File: config.mk
export PLATFORM = sky130hd
export DESIGN_NAME = random_interval_switch_toggler_unit
export DESIGN_NICKNAME = d
export VERILOG_FILES = /design/src/rtl/rist_pkg.sv /design/src/rtl/random_interval_switch_toggler_unit.sv
export SDC_FILE = /design/constraint.sdc
export NUM_CORES = 1
export LEC_CHECK = 0
export BUFFER_PORTS_ARGS = -buffer_cell sky130_fd_sc_hd__buf_4
export CAP_MARGIN = 0
export CORE_MARGIN = 1.5
export CORE_UTILIZATION = 55
export DETAILED_ROUTE_END_ITERATION = 6
export MAX_ROUTING_LAYER = met4
export PLACE_DENSITY = 0.73
export SYNTH_ARGS = -nofsm -noshare
export SYNTH_HDL_FRONTEND = slang
export SYNTH_SLANG_ARGS = --single-unit
export TNS_END_PERCENT = 5
File: constraint.sdc
create_clock -name i_clk -period 19.4 [get_ports i_clk]
set_input_delay 2.91 -clock i_clk [delete_from_list [all_inputs] [get_ports i_clk]]
set_output_delay 2.91 -clock i_clk [all_outputs]
set_load 0.02 [all_outputs]
File: src/rtl/rist_pkg.sv
// Shared types and constants for the random interval switch toggler.
package rist_pkg;

    // Widths of the ports and of the datapath
    localparam int unsigned DATA_W   = 32;
    localparam int unsigned RAND_W   = 31;
    localparam int unsigned CFG_IDX_W = 2;
    localparam int unsigned CNT_W    = 5;

    // Timer step subtracted on each tick that counts the timer down, in milliseconds
    localparam logic [DATA_W-1:0] TICK_DECREMENT = 32'd5;

    // Bound register reset values (one day on, five seconds off)
    localparam logic [DATA_W-1:0] ON_BOUND_RST  = 32'd86400000;
    localparam logic [DATA_W-1:0] OFF_BOUND_RST = 32'd5000;

    // Configuration register indexes
    localparam logic [CFG_IDX_W-1:0] REG_ON_MIN  = 2'd0;
    localparam logic [CFG_IDX_W-1:0] REG_ON_MAX  = 2'd1;
    localparam logic [CFG_IDX_W-1:0] REG_OFF_MIN = 2'd2;
    localparam logic [CFG_IDX_W-1:0] REG_OFF_MAX = 2'd3;

    // Toggle phase of the channel
    typedef enum logic [1:0] {
        PH_INIT     = 2'd0,
        PH_WAIT_ON  = 2'd1,
        PH_WAIT_OFF = 2'd2
    } t_phase;

    // Sequencer states
    typedef enum logic [2:0] {
        S_IDLE,
        S_EVAL,
        S_DIV,
        S_ADD,
        S_CHECK,
        S_OUT
    } t_state;

endpackage

File: src/rtl/random_interval_switch_toggler_unit.sv
// Top level: one channel of a random interval load switch with a serial modulo unit.
//
// Each accepted input word is one timer tick and yields one output word, the switch
// level after that tick. A tick that only counts the timer down passes through the
// evaluation, timer check and output states; a tick in a forced mode skips the check.
// A tick that draws a new duration runs 31 steps of the shared restoring-remainder
// unit per draw, one per random bit, plus the bound add, or only the add when the span
// wraps to zero. At most two draws occur per tick. The input side is not ready until
// the tick is finished and its result has been moved into the output register, so a
// full output register stalls the input. The user must write the bound registers
// through the configuration port only while the block is idle; the block itself does
// not enforce this. The configuration port is always ready.
module random_interval_switch_toggler_unit (
    input  logic                             i_clk,
    input  logic                             i_rst_n,
    // input channel
    input  logic                             i_valid,
    output logic                             o_ready,
    input  logic [rist_pkg::RAND_W-1:0]      i_random_a,
    input  logic [rist_pkg::RAND_W-1:0]      i_random_b,
    // output channel
    output logic                             o_valid,
    input  logic                             i_ready,
    output logic                             o_switch_on,
    // configuration channel
    input  logic                             i_cfg_valid,
    output logic                             o_cfg_ready,
    input  logic [rist_pkg::CFG_IDX_W-1:0]   i_cfg_index,
    input  logic [rist_pkg::DATA_W-1:0]      i_cfg_data
);
    import rist_pkg::*;

    // Sequencer and configuration
    t_state              r_state, n_state;
    logic [DATA_W-1:0]   r_on_min, r_on_max, r_off_min, r_off_max;

    // Channel state
    t_phase              r_phase, n_phase;
    logic [DATA_W-1:0]   r_remain, n_remain;
    logic                r_drive, n_drive;

    // Tick words and draw bookkeeping
    logic [RAND_W-1:0]   r_rand_a, r_rand_b;
    logic                r_drawn, n_drawn;
    logic                r_reload, n_reload;

    // Shared remainder unit
    logic [DATA_W-1:0]   r_lo, n_lo;
    logic [DATA_W-1:0]   r_div, n_div;
    logic [DATA_W-1:0]   r_rem, n_rem;
    logic [RAND_W-1:0]   r_word, n_word;
    logic [CNT_W-1:0]    r_cnt, n_cnt;

    // Output register
    logic                r_out_valid, n_out_valid;
    logic                r_out, n_out;

    logic                w_accept;
    logic                w_forced_off, w_forced_on;
    logic [DATA_W-1:0]   w_cur_lo, w_cur_hi, w_next_lo, w_next_hi;
    logic                w_stale, w_expired;
    logic                w_eval_draw, w_check_draw, w_start;
    logic [DATA_W-1:0]   w_draw_lo, w_draw_hi, w_span;
    logic [RAND_W-1:0]   w_draw_word;
    logic [DATA_W:0]     w_shift;
    logic [DATA_W+1:0]   w_diff;
    logic                w_ge;
    logic                w_load_out;

    assign o_ready     = (r_state == S_IDLE);
    assign o_cfg_ready = 1'b1;
    assign o_valid     = r_out_valid;
    assign o_switch_on = r_out;
    assign w_accept    = i_valid && o_ready;

    // Decode mode from the bounds
    assign w_forced_off = (r_on_min == '0) && (r_on_max == '0);
    assign w_forced_on  = (r_off_min == '0) && (r_off_max == '0);

    // Bounds of the phase being timed and of the one that follows
    assign w_cur_lo  = (r_phase == PH_WAIT_OFF) ? r_on_min  : r_off_min;
    assign w_cur_hi  = (r_phase == PH_WAIT_OFF) ? r_on_max  : r_off_max;
    assign w_next_lo = (r_phase == PH_WAIT_OFF) ? r_off_min : r_on_min;
    assign w_next_hi = (r_phase == PH_WAIT_OFF) ? r_off_max : r_on_max;

    assign w_stale   = (r_remain > w_cur_lo) && (r_remain > w_cur_hi);
    assign w_expired = (r_remain <= TICK_DECREMENT);

    // Decide where a draw starts and from which bounds
    assign w_eval_draw  = (r_state == S_EVAL) && !w_forced_off && !w_forced_on &&
                          ((r_phase == PH_INIT) ||
                           (((r_phase == PH_WAIT_ON) || (r_phase == PH_WAIT_OFF)) && w_stale));
    assign w_check_draw = (r_state == S_CHECK) && w_expired;
    assign w_start      = w_eval_draw || w_check_draw;

    assign w_draw_lo   = (r_state == S_CHECK) ? w_next_lo :
                         (r_phase == PH_INIT) ? r_on_min  : w_cur_lo;
    assign w_draw_hi   = (r_state == S_CHECK) ? w_next_hi :
                         (r_phase == PH_INIT) ? r_on_max  : w_cur_hi;
    assign w_span      = w_draw_hi - w_draw_lo + 32'd1;
    assign w_draw_word = r_drawn ? r_rand_b : r_rand_a;

    // One restoring remainder step: shift in the next random bit, subtract if it fits
    assign w_shift = {r_rem, r_word[RAND_W-1]};
    assign w_diff  = {1'b0, w_shift} - {2'b00, r_div};
    assign w_ge    = !w_diff[DATA_W+1];

    assign w_load_out = (r_state == S_OUT) && (!r_out_valid || i_ready);

    // Next state
    always_comb begin
        n_state = r_state;
        case (r_state)
            S_IDLE: begin
                if (w_accept) n_state = S_EVAL;
            end
            S_EVAL: begin
                if (w_eval_draw) n_state = (w_span == '0) ? S_ADD : S_DIV;
                else if (!w_forced_off && !w_forced_on &&
                         ((r_phase == PH_WAIT_ON) || (r_phase == PH_WAIT_OFF)))
                    n_state = S_CHECK;
                else n_state = S_OUT;
            end
            S_DIV: begin
                if (r_cnt == '0) n_state = S_ADD;
            end
            S_ADD: begin
                n_state = r_reload ? S_OUT : S_CHECK;
            end
            S_CHECK: begin
                if (w_check_draw) n_state = (w_span == '0) ? S_ADD : S_DIV;
                else n_state = S_OUT;
            end
            S_OUT: begin
                if (w_load_out) n_state = S_IDLE;
            end
            default: n_state = S_IDLE;
        endcase
    end

    // Datapath and outputs
    always_comb begin
        n_phase     = r_phase;
        n_remain    = r_remain;
        n_drive     = r_drive;
        n_drawn     = r_drawn;
        n_reload    = r_reload;
        n_lo        = r_lo;
        n_div       = r_div;
        n_rem       = r_rem;
        n_word      = r_word;
        n_cnt       = r_cnt;
        n_out       = r_out;
        n_out_valid = r_out_valid;

        // drop the output word once taken
        if (r_out_valid && i_ready) n_out_valid = 1'b0;

        // load the shared unit for a new draw
        if (w_start) begin
            n_lo    = w_draw_lo;
            n_div   = w_span;
            n_word  = w_draw_word;
            n_rem   = (w_span == '0) ? {{(DATA_W-RAND_W){1'b0}}, w_draw_word} : '0;
            n_cnt   = CNT_W'(RAND_W - 1);
            n_drawn = 1'b1;
        end

        case (r_state)
            S_IDLE: begin
                if (w_accept) n_drawn = 1'b0;
            end
            S_EVAL: begin
                if (w_forced_off) n_drive = 1'b0;
                else if (w_forced_on) n_drive = 1'b1;
                else if (r_phase == PH_INIT) begin
                    n_drive  = 1'b1;
                    n_phase  = PH_WAIT_OFF;
                    n_reload = 1'b1;
                end else begin
                    n_reload = 1'b0;
                end
            end
            S_DIV: begin
                // advance one remainder step
                n_rem  = w_ge ? w_diff[DATA_W-1:0] : w_shift[DATA_W-1:0];
                n_word = {r_word[RAND_W-2:0], 1'b0};
                n_cnt  = r_cnt - CNT_W'(1);
            end
            S_ADD: begin
                n_remain = r_rem + r_lo;
            end
            S_CHECK: begin
                if (w_expired) begin
                    n_drive  = (r_phase == PH_WAIT_ON);
                    n_phase  = (r_phase == PH_WAIT_OFF) ? PH_WAIT_ON : PH_WAIT_OFF;
                    n_reload = 1'b1;
                end else begin
                    n_remain = r_remain - TICK_DECREMENT;
                end
            end
            S_OUT: begin
                if (w_load_out) begin
                    n_out       = r_drive;
                    n_out_valid = 1'b1;
                end
            end
            default: ;
        endcase
    end

    // Registers
    always_ff @(posedge i_clk) begin
        if (!i_rst_n) begin
            r_state     <= S_IDLE;
            r_on_min    <= ON_BOUND_RST;
            r_on_max    <= ON_BOUND_RST;
            r_off_min   <= OFF_BOUND_RST;
            r_off_max   <= OFF_BOUND_RST;
            r_phase     <= PH_INIT;
            r_remain    <= '0;
            r_drive     <= 1'b1;
            r_drawn     <= 1'b0;
            r_reload    <= 1'b0;
            r_cnt       <= '0;
            r_out_valid <= 1'b0;
        end else begin
            r_state     <= n_state;
            r_phase     <= n_phase;
            r_remain    <= n_remain;
            r_drive     <= n_drive;
            r_drawn     <= n_drawn;
            r_reload    <= n_reload;
            r_cnt       <= n_cnt;
            r_out_valid <= n_out_valid;
            if (i_cfg_valid) begin
                case (i_cfg_index)
                    REG_ON_MIN:  r_on_min  <= i_cfg_data;
                    REG_ON_MAX:  r_on_max  <= i_cfg_data;
                    REG_OFF_MIN: r_off_min <= i_cfg_data;
                    REG_OFF_MAX: r_off_max <= i_cfg_data;
                    default: ;
                endcase
            end
        end
    end

    // Payload registers
    always_ff @(posedge i_clk) begin
        if (w_accept) begin
            r_rand_a <= i_random_a;
            r_rand_b <= i_random_b;
        end
        r_lo   <= n_lo;
        r_div  <= n_div;
        r_rem  <= n_rem;
        r_word <= n_word;
        r_out  <= n_out;
    end

    // Partial remainder stays below the divisor while stepping
    a_rem_below_div: assert property (@(posedge i_clk) disable iff (!i_rst_n)
        (r_state == S_DIV) |-> (r_rem < r_div))
        else $error("remainder not below divisor");

    // An accepted tick goes straight to evaluation
    a_accept_eval: assert property (@(posedge i_clk) disable iff (!i_rst_n)
        w_accept |=> (r_state == S_EVAL))
        else $error("accepted tick not evaluated");

    // After the bound add the tick either finishes or checks the timer
    a_add_next: assert property (@(posedge i_clk) disable iff (!i_rst_n)
        (r_state == S_ADD) |=> ((r_state == S_OUT) || (r_state == S_CHECK)))
        else $error("bad sequence after bound add");

    // Forced off mode always leaves the switch off
    a_forced_off: assert property (@(posedge i_clk) disable iff (!i_rst_n)
        ((r_state == S_OUT) && w_forced_off) |-> !r_drive)
        else $error("switch on in forced off mode");

endmodule

==> impl_metrics.yaml, run 1 <==
status:
  status: "finished, final reports clean"
timing:
  drv_slew: 0
  hold_viol: 0
  skew_ns: 0.0207
  fin_setup_tns_ns: 0
  rsz0062_at_grt: "false"
  timing.final.crit_share: 0.385
  fmax_mhz: 134
  post-route-min-period_ns: 7.47
  slew-limit-headroom: 0.111
  finalSetupViolCount: 0
  worst_slew_pin_slew_ns: 1.30
worst_setup_path:
  crit_type: "reg -> reg"
  crit_path_top_delay_cell: "buf_4"
  worstRegToRegCells: 20
  end_kind: "flop"
  crit_arrival_ns: 7.83
  rr_endpoint: "r_rem[8]"
  critPathRequiredTime_ns: 19.77
  cp_max_fo: 65
  worstPathCellList: "inv_1, ha_4, buf_4, o21ai_0, o21ai_4, buf_4, mux2_2, ha_1, ha_1, nand2_1, o21ai_0, a31oi_4, o21ai_0, xor2_1, or4_1, nor4_1, nand4_1, or4_1, buf_4, o31ai_1"
  r2r_slack_ns: 11.93
  r2r_start: "r_phase[0]"
  cpPeakStageDelay_ns: 0.80
  crit_path_start_kind: "flop"
min_path:
  min_path_cells: 0
  holdPathEnd: "o_switch_on"
  hp-class: "reg -> reg"
  hp-start: "r_drive"
drt:
  finalWirelength_um: 72500
  vias: 19900
  first_pass_iters: 6
  postRouteAntennaNets: 0
  drt-initial-drc-count: 2017
  wl_per_cell_um: 23.3
  drc: 0
  drt-vias-per-instance: 6.38
grt:
  grt_first_pass_wirelength_um: 109000
  grt_max_degree: 104
  grt_use_met2: 0.535
  antenna_found_initial: 0
  grt_pass1_vias: 18700
  grt.overflow.total: 0
  grtUsageMet1: 0.458
  busiest_layer: "met2"
  grt.total_usage: 0.346
  met3_usage: 0.0534
cts:
  clock_latency_ns: 0.57
  htreeDepth: 2
  cts_setup_buffers: 0
  cts.sinks: 364
  cts.path.max_buffers: 3
  cts_buffers: 41
  cts.repair.resized: 0
  cts_tree: "yes"
  clk_pin_slew_ns: 0.06
  cts-root-buf: "clkbuf_16"
  postCtsHoldBufs: 0
floorplanning:
  die_y_um: 207
  io_pins: 105
  num_rows: 74
  die_w_um: 207
  dieArea_um2: 42800
  start_util: 0.559
  core_area_um2: 40900
synthesis:
  yosys-top-cells-count: "nand2_1 (408), a21oi_1 (258), ha_1 (196)"
  synth_flop_cell: "edfxtp_1"
  syn_nets: 2809
  synth_cell_type_count: 67
  ys_async_sr_fraction: 0
  synth_top_area_share: 0.248
  synth_edf_count: 189
  yosysSeqAreaShare: 0.401
  yosys-top-cells-area: "edfxtp_1 (25%), dfxtp_1 (15%), ha_1 (11%), nand2_1 (6.7%), a21oi_1 (5.6%)"
  syn-mean-instance-area_um2: 9.12
  synthCells: 2509
  synth_area_leader_cell: "edfxtp_1"
  syn_area_um2: 22900
  synth-seq-cells: 364
  yosys_warnings: 0
  yosysMostFrequentCell: "nand2_1"
final_layout:
  syn_to_final_growth_pct: 10.7
  num_antenna_cells: 0
  layout.nets: 2855
  fill_cells: 3516
  layout-drive-gt1-share: 0.104
flow_run:
  max-cap-violations: 0
place:
  numPortBuffers: 103
  gp_congestion: 1.07
  post-dp-hpwl_um: 55200
layout make-up:
cell class	count	area (um^2)	area share
Sequential cell	364	9180	0.362
Clock inverter	16	115	0.00455
Multi-Input combinational cell	1918	12900	0.508
Tap cell	532	666	0.0263
Inverter	107	403	0.0159
Timing Repair Buffer	123	923	0.0365
Clock buffer	58	1170	0.0463
cells by family after synthesis:
logic type,share of synthesized area
AND/OR/NAND/NOR,0.164
other,0.000164
buffers and inverters,0.0388
AO/OA/AOI/OAI,0.174
XOR/XNOR,0.0302
flip-flops,0.401
adder cells (fa/ha/maj),0.110
multiplexers,0.0817
sequential cells by signal, summed over array words and instances (netlist names):
name / flops
r_rem: 32
r_div: 32
r_reload: 1
r_phase: 2
r_on_min: 32
r_on_max: 32
r_off_max: 32
r_rand_b: 31
o_switch_on: 1
r_lo: 32
o_valid: 1
r_remain: 32
r_state: 3
r_drawn: 1
r_cnt: 5
r_word: 31
r_off_min: 32
r_drive: 1
r_rand_a: 31
layout by cell type, fill, tap and decap left out, types with 6 or more instances in the layout:
| cell type | Yosys | routed |
|---|---|---|
| o211a_1 | 6 | 6 |
| nor2_1 | 93 | 90 |
| nand3_1 | 56 | 55 |
| clkbuf_1 | 105 | 11 |
| inv_1 | 107 | 105 |
| nor2b_1 | 16 | 16 |
| o21bai_1 | 8 | 8 |
| dfxtp_1 | 175 | 174 |
| mux2i_1 | 127 | 127 |
| xnor2_1 | 50 | 50 |
| nand2b_1 | 28 | 28 |
| nor3_1 | 33 | 33 |
| or4_1 | 15 | 15 |
| buf_4 | 1 | 123 |
| clkbuf_16 | 0 | 43 |
| o21a_1 | 15 | 15 |
| and2_1 | 13 | 12 |
| o31ai_2 | 7 | 7 |
| nand4_1 | 36 | 36 |
| nand3b_1 | 7 | 7 |
| xor2_1 | 29 | 29 |
| nor4_1 | 48 | 48 |
| o22ai_1 | 7 | 7 |
| a221oi_1 | 8 | 8 |
| clkinv_2 | 0 | 9 |
| nand2_1 | 408 | 407 |
| o31ai_1 | 30 | 30 |
| ha_1 | 196 | 195 |
| a21o_1 | 49 | 49 |
| o211ai_1 | 24 | 24 |
| mux2_2 | 53 | 53 |
| a21oi_1 | 258 | 258 |
| or3_1 | 15 | 15 |
| o21ai_0 | 147 | 146 |
| and3_1 | 15 | 15 |
| a21boi_0 | 6 | 6 |
| a31oi_1 | 26 | 26 |
| a211oi_1 | 17 | 17 |
| edfxtp_1 | 189 | 189 |
layer usage:
| layer | share of wire | vias to the layer above | routed length, um |
|---|---|---|---|
| li1 | - | 9302 | - |
| met1 | 0.43 | 9521 | 31100 |
| met2 | 0.45 | 894 | 32600 |
| met3 | 0.081 | 191 | 5890 |
| met4 | 0.041 | 0 | 2950 |
| met5 | 0 | - | 0 |
critical path, delay by kind of cell (launching register included):
kind | cells | cell delay [ns]
and+or+nand+nor | 5 | 1.64
AOI/OAI and AO/OA | 6 | 1.95
buffers and inverters | 4 | 1.86
DFF | 1 | 0.33
muxes | 1 | 0.40
xor gates and xnor gates | 1 | 0.21
adders and majority gates | 3 | 0.80
how the worst max path moves through the flow:
stage | endpoint | cells past startpoint | slack [ns] | start
floorplan | r_rem[11] | 24 | 13.31 | r_phase[0]
global placement | r_rem[26] | 20 | 12.27 | r_phase[0]
detailed placement | r_rem[22] | 20 | 12.05 | r_phase[0]
CTS | r_rem[22] | 20 | 11.99 | r_phase[0]
global route | r_rem[8] | 20 | 11.44 | r_phase[0]
finish | r_rem[8] | 20 | 11.93 | r_phase[0]
metrics by stage:
step | setup WS (ns) | instance area (um^2) | hold slack, ns | utilization | cells
after floorplan | 13.31 | 22900 | 0.408 | - | 2509
after global placement | 12.27 | 24000 | 0.447 | 0.587 | 3044
after detailed placement | 12.05 | 24000 | 0.456 | 0.587 | 3044
after CTS | 11.99 | 25300 | 0.470 | 0.619 | 3118
after global routing | 11.44 | 25300 | 0.490 | 0.619 | 3118
final | 11.93 | 25300 | 0.476 | 0.619 | 3118
Power of run 1 is not shown: default switching activity piles up to over one toggle a cycle in this logic, so the estimate is an artifact.
==> run 2, diff against run 1 <==
- PLACE_DENSITY: 0.73 -> 0.75
- clock period: 19.4 -> 6.75 ns (I/O delays scaled with it)
==> run 2 against run 1 <==
  * Wire length up 1.9%
  * Via count increased by 0.34%
  * Critical path depth fell by 1
  * Die area unchanged
  * Sequential share of layout area decreased by 0.36 points
==> impl_metrics.yaml, run 2 (same netlist as run 1, synthesis figures left out) <==
worst_setup_path:
  cp_max_fo: 31
  crit_family: "simple AND/OR/NAND/NOR gates"
  path_common_cell: "or4_1"
  crit_path_start_kind: "flop"
  crit_type: "reg -> reg"
  crit_path_top_delay_cell: "or4_1"
  end_kind: "flop"
  r2r_start: "r_state[1]"
  r2r_slack_ns: 0.37
  crit_buf_inv: 2
  crit_arrival_ns: 6.76
  worstPathCellList: "nand2b_1, or2_2, o21ai_4, mux2_2, ha_1, inv_1, ha_1, fa_1, a21o_1, a221o_1, a31oi_4, xnor2_1, or4_1, or4_1, nor4_2, nand4_1, or4_1, buf_4, o31ai_1"
  cpPeakStageDelay_ns: 0.51
  critPathRequiredTime_ns: 7.13
  rr_endpoint: "r_rem[25]"
  worstRegToRegCells: 19
final_layout:
  fill_cells: 3543
  final_cell_mix: "nand2_1 (407), a21oi_1 (258), ha_1 (195)"
  multiInputGateArea_um2: 12900
  layout.nets: 2868
  layout-drive-gt1-share: 0.112
  post-route-util: 0.625
  fin_area_um2: 25600
  layout_commonest_cell: "nand2_1"
  syn_to_final_growth_pct: 11.8
  seqCellArea_um2: 9180
cts:
  cts.sinks: 364
  cts.path.max_buffers: 3
  cts-root-buf: "clkbuf_16"
  cts_tree: "yes"
  clock_latency_ns: 0.58
  clk_pin_slew_ns: 0.06
  postCtsHoldBufs: 0
  cts_setup_buffers: 0
  htreeDepth: 2
  cts_buffers: 42
drt:
  first_pass_iters: 6
  finalWirelength_um: 73900
  vias: 20000
  wl_per_cell_um: 23.6
  drc: 0
  drt-initial-drc-count: 2143
  drt-vias-per-instance: 6.38
  postRouteAntennaNets: 0
place:
  post-dp-hpwl_um: 55600
  gp_congestion: 0.986
  place_area_um2: 24200
  numPortBuffers: 103
floorplanning:
  num_rows: 74
  io_pins: 105
  die_y_um: 207
  start_util: 0.559
  core_area_um2: 40900
  dieArea_um2: 42800
  die_w_um: 207
timing:
  fmax_mhz: 157
  timing.final.crit_share: 0.945
  finalSetupViolCount: 0
  hold_viol: 0
  skew_ns: 0.0134
  drv_slew: 0
  worst_slew_pin_slew_ns: 1.31
  post-route-min-period_ns: 6.38
  fin_setup_tns_ns: 0
  rsz0062_at_grt: "false"
  slew-limit-headroom: 0.116
min_path:
  hp-class: "reg -> reg"
  holdPathEnd: "o_switch_on"
  min_path_cells: 0
  hp-start: "r_drive"
grt:
  antenna_found_initial: 2
  grt_first_pass_wirelength_um: 111000
  grt_max_degree: 100
  grt.overflow.total: 0
  grt.total_usage: 0.352
  grt_pass1_vias: 19000
flow_run:
  max-cap-violations: 0
status:
  status: "finished, final reports clean"
[run 2: how the worst max path moves through the flow]
stage | endpoint | slack [ns] | cells after the start | start
finish | r_rem[25] | 0.37 | 19 | r_state[1]
global route | r_rem[5] | 0.04 | 19 | r_state[1]
CTS | r_rem[7] | 0.33 | 19 | r_state[1]
detailed placement | r_rem[12] | 0.36 | 19 | r_state[1]
global placement | r_rem[4] | 0.47 | 19 | r_state[1]
floorplan | r_rem[11] | 0.66 | 24 | r_phase[0]
[run 2: layer usage]
layer  track usage  vias up  routed length, um
li1              -     9304                  -
met1         0.458     9552              31000
met2         0.545      919              33700
met3        0.0603      200               6310
met4         0.140        0               2880
met5             -        -                  0
[run 2: cell type report]
type	instances	area share
well taps	532	0.0260
flip-flops and latches	364	0.359
multi-input cells	1918	0.503
repair buffers	135	0.0406
inverters	107	0.0157
clock buffers	54	0.0452
diodes	1	0.0000978
clock inverters	22	0.0102
[run 2: metrics by stage]
step                hold WS (ns)  instances  worst slack (ns)
floorplan                  0.408       2509             0.663
CTS                        0.443       3132             0.326
finish                     0.443       3133             0.371
global placement           0.420       3056             0.468
global route               0.443       3133            0.0401
detailed placement         0.421       3056             0.363
[run 2: timing repair]
| item | 4_1_cts | 5_1_grt |
|---|---|---|
| hold endpoints to repair | 0 | 0 |
| gates resized for setup | 0 | 2 |
| setup endpoints to repair | 0 | 31 |
Power of run 2 is left out for the same reason.
